File: config.mk
export PLATFORM = sky130hd
export DESIGN_NAME = chw_cordic_step
export DESIGN_NICKNAME = d
export VERILOG_FILES = /design/src/hw/rtl/cosine_hemisphere_warp_defines.svh /design/src/hw/rtl/chw_cordic_step.sv
export SDC_FILE = /design/constraint.sdc
export NUM_CORES = 1
export LEC_CHECK = 0
export BUFFER_PORTS_ARGS = -buffer_cell sky130_fd_sc_hd__buf_4
export CORE_ASPECT_RATIO = 0.5
export CORE_UTILIZATION = 42
export DETAILED_ROUTE_END_ITERATION = 6
export PLACE_DENSITY = 0.7
export SLEW_MARGIN = 0
export SYNTH_ARGS = -nofsm -noshare
export SYNTH_HDL_FRONTEND = slang
export SYNTH_SLANG_ARGS = --single-unit
File: constraint.sdc
create_clock -name vclk -period 2.79
set_input_delay 0.1395 -clock vclk [all_inputs]
set_output_delay 0.1395 -clock vclk [all_outputs]
set_load 0.005 [all_outputs]
File: src/hw/rtl/cosine_hemisphere_warp_defines.svh
// assertion macros for the cosine hemisphere warp
`ifndef COSINE_HEMISPHERE_WARP_DEFINES_SVH
`define COSINE_HEMISPHERE_WARP_DEFINES_SVH

// same-cycle implication, checked on every rising clock edge outside reset
`define CHW_ASSERT_NOW(lbl, ante, cons, msg) \
  lbl: assert property (@(posedge clk) disable iff (rst) (ante) |-> (cons)) else $error(msg);

// next-cycle implication
`define CHW_ASSERT_NEXT(lbl, ante, cons, msg) \
  lbl: assert property (@(posedge clk) disable iff (rst) (ante) |=> (cons)) else $error(msg);

`endif

File: src/hw/rtl/chw_cordic_step.sv
// one micro-rotation of the cordic rotator
module chw_cordic_step #(
  parameter int                 W     = 19,
  parameter int                 SHIFT = 0,
  parameter logic signed [31:0] ATAN  = 32'sd0
) (
  input  logic signed [W-1:0] x,
  input  logic signed [W-1:0] y,
  input  logic signed [31:0]  ang,
  output logic signed [W-1:0] x_next,
  output logic signed [W-1:0] y_next,
  output logic signed [31:0]  ang_next
);

  logic signed [W-1:0] dx;
  logic signed [W-1:0] dy;

  assign dx = y >>> SHIFT;
  assign dy = x >>> SHIFT;

  always_comb begin
    if (!ang[31]) begin
      x_next   = x - dx;
      y_next   = y + dy;
      ang_next = ang - ATAN;
    end else begin
      x_next   = x + dx;
      y_next   = y - dy;
      ang_next = ang + ATAN;
    end
  end

endmodule
======== After elaboration in Yosys (flattened, before gate mapping) ========
Cells that the tools add are included.
cells by class
  muxes and demuxes ....................... 2
  add/subtract/negate cells ............... 3
operators with widths
  cell                count
  two-way mux 19 bit  2
  subtractor 19 bit   2
  adder 19 bit        1
word-level totals
  input port bits ......................... 70
  logic and storage cells ................. 5
  register bits ........................... 0

======== Logic depth before layout (Yosys ltp) ========
  depth in word-level cells ............... 2
  mapped depth ............................ 10
  gate-level depth less buffers ........... 10

======== Least setup slack after synthesis ========
Ideal clock, no wire load.
  kind .................................... input port to output port
  start point ............................. input port y[0]
  end point ............................... output port x_next[18]
  arrival ................................. 2.210 ns
  required time ........................... 2.651 ns
  cell stages on the path ................. 10
  slack ................................... 0.440 ns
  path buffers ............................ 0
  cell sequence ........................... ha_1 -> inv_1 -> fa_1 -> o21ba_1 -> or4_4 -> a311oi_2 -> a2111oi_2 -> o41ai_2 -> a22oi_1 -> xnor2_1
on the way
  cells in the longest elaborated chain, start to end .. 2
RTL lines
  item                                               line                                          source
  start: declaration                                 chw_cordic_step.sv:8                          input logic signed [W-1:0] y,
  subtractor 19 bit or adder 19 bit (tied branches)  chw_cordic_step.sv:23, chw_cordic_step.sv:27
  two-way mux 19 bit *                               chw_cordic_step.sv:22                         if (!ang[31]) begin
  end: declaration                                   chw_cordic_step.sv:10                         output logic signed [W-1:0] x_next,
Mark *: on every way between the ends. The rest lies on a longest branch, timed or not.

======== Worst setup path in the final report ========
Ends and elaborated chain as after synthesis.

==> summary.txt <==
Critical Path Fanout Max: 3
DP Wirelength: 7.57 mm
Leading cell type in the layout, fill and taps excluded: buf_4
Min Tclk post-route: 2.72 ns
Worst slack, placed: -0.0222 ns
Syn avg cell area: 6.92 um2
DRT iter0 DRCs: 284
Worst-path cell chain: buf_8, ha_4, inv_2, fa_2, o21ba_4, or4_4, a311oi_4, a2111oi_4, o41ai_2, a22oi_1, xnor2_1, buf_4
DR pass1 iterations: 7
Critical Path End Type: output pin
I/O Buffers: 78
CP top delay family: compound AO/OA/AOI/OAI gates
Register area: 0 um2
Layout cells sized above 1: 23.6%
Starting Density: 43.6%
Worst setup path class: primary input to output pin
Vias: 3354
Vias per inst: 5.52
Yosys cell types: 59
Area of the mapped netlist: 3220 um2
Final Power: 977 uW
Die height: 63.9 um
Min Hold Slack: 0.279 ns
Nets@finish: 645
Commonest cells after routing, fill and taps aside: buf_4, ha_1, inv_1
Die Area: 8030 um2
Fmax: 368 MHz
Post-Layout Cell Count: 608
Fin crit share: 97.4%
Gr ovfl total: 0
Post-route setup slack: 0.0734 ns
Least-Margin Pin Slew: 0.641 ns
Number of global-route vias before repair: 2947
Status: finished clean
First-pass GRT wire length: 14.6 mm
Clkbuf count: 0
Antenna viol nets, final: 0
HP Class: primary input to output pin
Num sequential: 0
Worst endpoint required time: 2.65 ns
P per Cell Area: 255 nW/um2
I/O pin count: 140
Dpl cells: 606
VDD IR max: 0.0986 mV
Post-synthesis cell count: 465
Area growth syn-to-layout: 18.9%
Core region area: 7380 um2
Startpoint types: primary input
Worst relative slew slack: 56.9%
CP max stage cell: or4_4
Setup TNS: 0 ns
Largest net degree at the start of global routing: 42
Tot GR Track Use: 21.9%
Final Max Slew Viols: 0
Antenna violations before repair: 0
Max Cap Viol: 0
Register area share after synthesis: 0%
Inserted Diodes: 0
Die width: 126 um
Leakage power: 1.86 nW
Syn_nets: 596
DR WL/cell: 15.1 um
CP Buf/Inv Count: 3
Critical path arrival: 2.58 ns
Drt total wl: 9.17 mm
Final setup vio count: 0
DRC: 0
Unrepaired setup endpoints after global routing: true
GPL Wtd Cong: 0.916
Num rows: 22
Final Hold Viols: 0
CP max stage delay: 0.44 ns
Yosys warnings: 0
-- timing repair --
action / in CTS / in global routing
hold buffers: 0 / 0
setup buffers: 0 / 2
resized for setup: 1 / 15
pin swaps: 0 / 8
setup endpoints to repair: 1 / 7
-- synth_stat cells (3+ instances only) --
master,number,area (um2)
o21ai_0,34,170
a21oi_1,52,260
a211oi_1,6,45.0
nor3_1,12,60.1
nand3_1,5,25.0
fa_1,3,60.1
o22ai_1,4,25.0
nand2_1,19,71.3
xor2_1,5,43.8
inv_1,56,210
a21o_1,6,45.0
o21a_1,6,45.0
mux2i_1,8,80.1
buf_1,4,15.0
o211ai_1,4,30.0
buf_2,10,50.1
xnor2_1,31,272
nor2_1,24,90.1
clkbuf_1,7,26.3
o31ai_1,3,22.5
ha_1,58,726
buf_4,33,248
nand4_1,5,31.3
or3_1,4,25.0
or4_1,3,22.5
o21bai_1,10,75.1
nor2b_1,9,56.3
or2_2,3,18.8
-- routing by layer --
layer,wire length [um],track usage (%),vias to the layer above
met3,800,2.09,24
met5,0,0,-
li1,-,-,1672
met2,3920,35.1,139
met1,4330,31.9,1519
met4,120,3.46,0
-- power by group --
| part | switching, mW | internal, mW |
|---|---|---|
| Combinational | 0.495 | 0.482 |
| Clock | 0 | 0 |
| Sequential | 0 | 0 |
| Total | 0.495 | 0.482 |
-- path summary, 6_finish.rpt --
path / slack, ns / to / start / cells past startpoint
max: 0.07 / x_next[18] / y[0] / 12
min: 0.28 / ang_next[0] / ang[0] / 0
-- layout make-up --
class | instances | area [um2]
timing repair buffer | 102 | 781
fill | 747 | 3550
inverter | 57 | 214
multi-input combinational | 353 | 2710
tap | 96 | 120
-- stage by stage --
step / cell area, um2 / util, %
after floorplan: 3220 / -
after global placement: 3740 / 50.6
after detailed placement: 3740 / 50.6
after CTS: 3750 / 50.8
after global routing: 3820 / 51.8
final: 3820 / 51.8
-- kinds of logic (layout without fill, tap and decap cells) --
family,after synthesis,in the layout,synth area share (%)
buf+inv,112,159,17.5
fa+ha+maj,61,61,24.4
xor+xnor,36,36,9.81
simple gates,91,91,14.1
mux,9,9,2.84
compound gates,156,156,31.3
Power figures use the tool's default switching activity.
