===== config.mk =====
export PLATFORM = sky130hd
export DESIGN_NAME = chw_isqrt_step
export DESIGN_NICKNAME = d
export VERILOG_FILES = /design/src/hw/rtl/cosine_hemisphere_warp_defines.svh /design/src/hw/rtl/chw_isqrt_step.sv
export SDC_FILE = /design/constraint.sdc
export NUM_CORES = 1
export LEC_CHECK = 0
export BUFFER_PORTS_ARGS = -buffer_cell sky130_fd_sc_hd__buf_2
export CELL_PAD_IN_SITES_DETAIL_PLACEMENT = 1
export CELL_PAD_IN_SITES_GLOBAL_PLACEMENT = 1
export CORE_UTILIZATION = 30
export DETAILED_ROUTE_END_ITERATION = 16
export PLACE_DENSITY = 0.91
export SYNTH_ARGS = -nofsm -noshare
export SYNTH_HDL_FRONTEND = slang
export SYNTH_SLANG_ARGS = --single-unit
export TNS_END_PERCENT = 30

===== constraint.sdc =====
create_clock -name vclk -period 2.7
set_input_delay 0.27 -clock vclk [all_inputs]
set_output_delay 0.27 -clock vclk [all_outputs]
set_load 0.005 [all_outputs]

===== src/hw/rtl/cosine_hemisphere_warp_defines.svh =====
// assertion macros for the cosine hemisphere warp
`ifndef COSINE_HEMISPHERE_WARP_DEFINES_SVH
`define COSINE_HEMISPHERE_WARP_DEFINES_SVH

// same-cycle implication, checked on every rising clock edge outside reset
`define CHW_ASSERT_NOW(lbl, ante, cons, msg) \
  lbl: assert property (@(posedge clk) disable iff (rst) (ante) |-> (cons)) else $error(msg);

// next-cycle implication
`define CHW_ASSERT_NEXT(lbl, ante, cons, msg) \
  lbl: assert property (@(posedge clk) disable iff (rst) (ante) |=> (cons)) else $error(msg);

`endif


===== src/hw/rtl/chw_isqrt_step.sv =====
// one digit step of the bitwise integer square root
module chw_isqrt_step #(
  parameter int STEP = 0
) (
  input  logic [31:0] rem,
  input  logic [31:0] root,
  output logic [31:0] rem_next,
  output logic [31:0] root_next
);

  localparam logic [31:0] BIT = 32'd1 << (30 - 2 * STEP);

  logic [31:0] trial;

  assign trial = root + BIT;

  always_comb begin
    if (rem >= trial) begin
      rem_next  = rem - trial;
      root_next = (root >> 1) + BIT;
    end else begin
      rem_next  = rem;
      root_next = root >> 1;
    end
  end

endmodule


; Yosys cells after proc, flatten, opt, wreduce, memory -nomap -nowiden
; Index checks and enable logic that the tools add are counted.
[word_totals]
mem_bits_ro = 0
ram_bits = 0
out_inout_bits = 64
memories = 0
wordCells = 6
latch_bits = 0
inputBits = 64
register_bits = 0
[classes]
n_reduce_logical = 0
add_sub_neg = 3
bitwise_logic = 0
n_mux = 2
div = 0
order_cmp = 1
shifts = 0
eq_ne = 0
mul = 0
[ops]
columns = cell, n
row1 = $mux W32, 2
row2 = $add A31 B31 Y32 const B, 1
row3 = $add A32 B31 Y32 const B, 1
row4 = $ge A32 B32 Y1, 1
row5 = $sub A32 B32 Y32, 1

; Depth between registers and ports, before layout
[depth]
ltp_word = 3
ltp_mapped = 13
ltp_nobuf = 12

; Worst setup path before layout
; OpenSTA, ideal clock, no wires.
[synth_timing]
kind = in2out
from = input rem[0]
to = output root_next[30]
t_required_ns = 2.430
slack_ns = 0.015
arrival_ns = 2.415
stages = 12
path_cell_list = inv_1 > ha_1 > fa_1 > nand2b_1 > a21oi_2 > a31oi_4 > o21ai_2 > o311a_4 > nor2_8 > inv_4 > buf_4 > ha_1
[synth_between]
elab_chain_len = 2
[synth_rtl]
columns = item, line_no
row1 = start: declaration, chw_isqrt_step.sv:5  ; input logic [31:0] rem,
row2 = $ge A32 B32 Y1, chw_isqrt_step.sv:18  ; if (rem >= trial) begin
row3 = $mux W32, chw_isqrt_step.sv:18
row4 = end: declaration, chw_isqrt_step.sv:8  ; output logic [31:0] root_next
; No other way between the ends.

; Final worst setup path
[layout_timing]
from = input root[11]
to = output rem_next[27]
[layout_between]
elab_chain_len = 3
word_cells_on_any_way = 4
classes_between = add/sub: 2 / order compare: 1 / mux: 1
[layout_rtl]
columns = item, line_no
row1 = start: declaration, chw_isqrt_step.sv:6  ; input logic [31:0] root,
row2 = $add A32 B31 Y32 (*), chw_isqrt_step.sv:15  ; assign trial = root + BIT;
row3 = $sub A32 B32 Y32 / $ge A32 B32 Y1 (equally long branches), "chw_isqrt_step.sv:19, chw_isqrt_step.sv:18"
row4 = $mux W32 (*), chw_isqrt_step.sv:18
row5 = end: declaration, chw_isqrt_step.sv:7  ; output logic [31:0] rem_next,
; Mark *: on every way between the ends. The rest lies on a longest branch, timed or not.

==> results.md <==
Yosys:
- The post-synth design cell area is 2619 sq um.
- The mean post-synth cell area is 6.630 sq um.
- The fraction of synthesized area in multiplexers is 0.5733%.
- The synthesized netlist devotes between 30% and 40% of its cell area to compound gates.
- The Yosys step of the flow raised 0 warnings.
- Of the synthesized area, sequential elements account for 0%.
- In this run, distinct cell masters in the synthesized netlist total 58.
- The adder-cell share of the synthesized area is 16.53%.
- The synthesized netlist devotes about a fifth of its cell area to simple gates.
- The share of the synthesized area in the top cell type is between 10% and 20%.
- The cell count after synthesis is between 300 and 400.
- The biggest area contributor in the post-synthesis netlist is ha_1.
- By area the synthesized netlist is led by ha_1 (16%), a21oi_1 (9.2%), buf_4 (8.9%).
- The combinational family with the most area after synthesis is compound AO/OA/AOI/OAI gates.
- The number of nets handed over by synthesis was 493.
- Summing the areas of all xor and xnor instances in the mapped netlist gives 9.699% of the synthesized area.

STA:
- The final worst setup slack is -198.1 ps.
- The highest achievable clock rate is 345.1 MHz.
- The number of endpoints with negative hold slack in the final report is 0.
- Setup repair after global routing could not meet its margin everywhere.
- The time the worst path needs with I/O delays and setup is 2898 ps.
- The worst pin sits at a relative slew slack of 66.33%.
- The max-slew violation count is 0.
- After layout, the worst path uses 107.3% of the clock period.
- Setup violations remaining at the end of the flow were counted as 33.
- The transition at the pin with the smallest max-transition slack is ~500 ps.

Run:
- Max-cap violations in this run came to 0.

GRT:
- For this run the aggregate overflow at the end of global routing stands at 0.
- The global router's overall resource usage is between 20% and 30%.
- The number of global-route vias before repair is around 3.6k.
- The wire length of the first global-routing pass is 17400 microns.
- The initial antenna violation count is 1.
- Entering global routing, the biggest net connects 23 pins.

Min path:
- The beginning of the worst hold path is root[16].
- Along the worst hold path, the cell count comes to 2.
- The terminating pin of the worst hold path is root_next[15].
- The tightest min-delay check is of the primary input to primary output type.

Placement:
- The post-detailed-placement cell area is roughly 3400 sq um.
- The global placement routability congestion is 0.8767.
- The pre-CTS setup slack is -304.0 ps.
- The total of buffers placed on input and output ports is about 130.
- Once detailed placement completed, the half-perimeter wirelength came to 8386 microns.

Route:
- The number of DRC markers after the initial detailed-route iteration is 166.
- In the routed layout, each cell is associated on average with a via count of 5.602.
- The final wirelength is ~14000 microns.
- The average detailed-routed wire length per instance is 21.15 microns.
- The count of vias placed by the detailed router is 3630.
- The first-pass iteration count of the detailed router is 4.
- The DRC violations left is 0.
- The final antenna-violating net count is 0.

Critical path:
- The data arrival time at the worst-slack endpoint is 2630 ps.
- The classification of the worst setup path is primary input to primary output.
- The endpoint required time on the critical path is roughly 2400 ps.
- The worst setup path is launched from a primary input.
- The worst setup path is captured at a primary output.
- Along the worst path, the maximum fanout reaches 5.

Outcome:
- The flow ran to the end, but the final reports show violations.
- The checks that failed: setup timing.

Layout:
- The area growth from synthesis to layout is 59.63%.
- In the final design database the tool counted 642 nets.
- The design has 0 sequential cells.
- In the layout the commonest cells are buf_2 (123), buf_4 (59), inv_1 (39).
- At the end of the flow the core is filled with cells to 50.12%.
- After layout, the clock buffer instance count stands at 0.
- In the final layout, the multi-input gates occupy about 2600 sq um.
- In the final layout, flip-flops and latches occupy 0 sq um.
- The number of filler instances in the final layout is 1072.
- The share of cells above drive strength 1 is 55.17%.
- The finished cells cover 4180 sq um.
- The library cell used most frequently in the layout, excluding fill and tap cells, is buf_2.

Die:
- The initial cell density of the core is 31.40%.
- The core area is 8341 sq um.
- The count of standard-cell rows is 33.
- The floorplan step defined a die boundary enclosing 9107 sq um.
- The die width is around 95 microns.
- The die is between 90 and 100 microns tall.
- The top-level port count is around 130.

Power:
- In this run the static leakage power is 2.058 nW.
- The net load switching power is between 700 and 800 uW.
- The clock network is responsible for 0% of the overall power.
- The internal power contribution is 610.4 uW.
- Net switching is between 50 and 60% of the power.
- The total power density per cell area is 315.3 nW/um^2.
- The power share of the combinational group is 100.0%.
- The share of total power dissipated in sequential elements is 0%.
- The worst-case IR drop observed on VDD is 0.0001198 V.
-- Yosys cell counts (5+ instances only) --
library cell and number:
o21ai_0 20, nor3_1 6, a21oi_1 48, a21o_1 9, nand4_1 8, clkbuf_1 5
nor2_1 40, buf_2 9, xor2_1 14, xnor2_1 15, buf_4 31, o21bai_1 8
inv_1 41, ha_1 33, nand2_1 33, a31oi_1 6, o21ai_1 7, nand3_1 5
-- power by group through the flow --
stage / logic [mW] / registers (mW) / clock network (mW)
after floorplan: 0.591 / 0 / 0
after global placement: 0.932 / 0 / 0
after detailed placement: 0.974 / 0 / 0
after CTS: 1.06 / 0 / 0
after global routing: 1.40 / 0 / 0.0000000495
final: 1.32 / 0 / 0.0000000495
-- per-layer routing --
metal / track usage (%) / vias up / share of wire [%]
met5: 0 / - / 0
met1: 28.52 / 1736 / 38
met3: 2.233 / 61 / 5.4
met2: 43.87 / 186 / 52
met4: 8.706 / 0 / 4.9
li1: - / 1647 / -
-- repair_timing --
action                                  CTS  global route
endpoints found under the setup margin   34            34
gates cloned                              1             2
hold buffers                              0             0
gates resized for setup                  25           100
setup buffers                            11             6
pin swaps                                17            26
-- kinds of logic (layout without fill, tap and decap cells) --
group | Yosys count | in the layout
fa+ha+maj | 34 | 34
simple gates | 109 | 109
xor+xnor | 29 | 29
compound gates | 131 | 131
buf+inv | 91 | 238
other cells | 0 | 1
mux | 1 | 1
-- metrics by stage --
step                instances  setup TNS, ps  hold WS [ps]  power, mW
CTS                       639              0         722.4      1.064
global route              648          -6167         729.1      1.400
detailed placement        627          -7008         721.5     0.9744
global placement          627          -3258         721.9     0.9317
floorplan                 395              0         620.8     0.5908
finish                    648          -3350         720.6      1.318
-- worst max-delay path by stage --
stage               startpoint       endpoint  slack [ps]  cells after the start
global route          root[11]   rem_next[10]        -260                     14
CTS                     rem[0]   rem_next[17]           1                     15
detailed placement      rem[0]   rem_next[28]        -300                     14
global placement        rem[0]   rem_next[27]        -180                     14
finish                root[11]   rem_next[27]        -200                     12
floorplan               rem[0]  root_next[30]          20                     12
-- worst max-delay path: stages --
cell	delay (ps)
buf_2	110
inv_1	60
ha_1	380
nand4_1	180
or3_1	390
o21ai_2	230
o311a_4	270
nor2_8	80
buf_12	160
nor4b_4	290
nor3_2	80
buf_2	130
-- final cells by class --
class                      count  area share, %
antenna                        1        0.05986
timing repair inverter         1         0.1497
timing repair buffer         195          30.56
inverter                      42          4.011
multi-input combinational    304          62.08
tap                          105          3.143
Note: power is estimated with default switching activity, not from simulation.
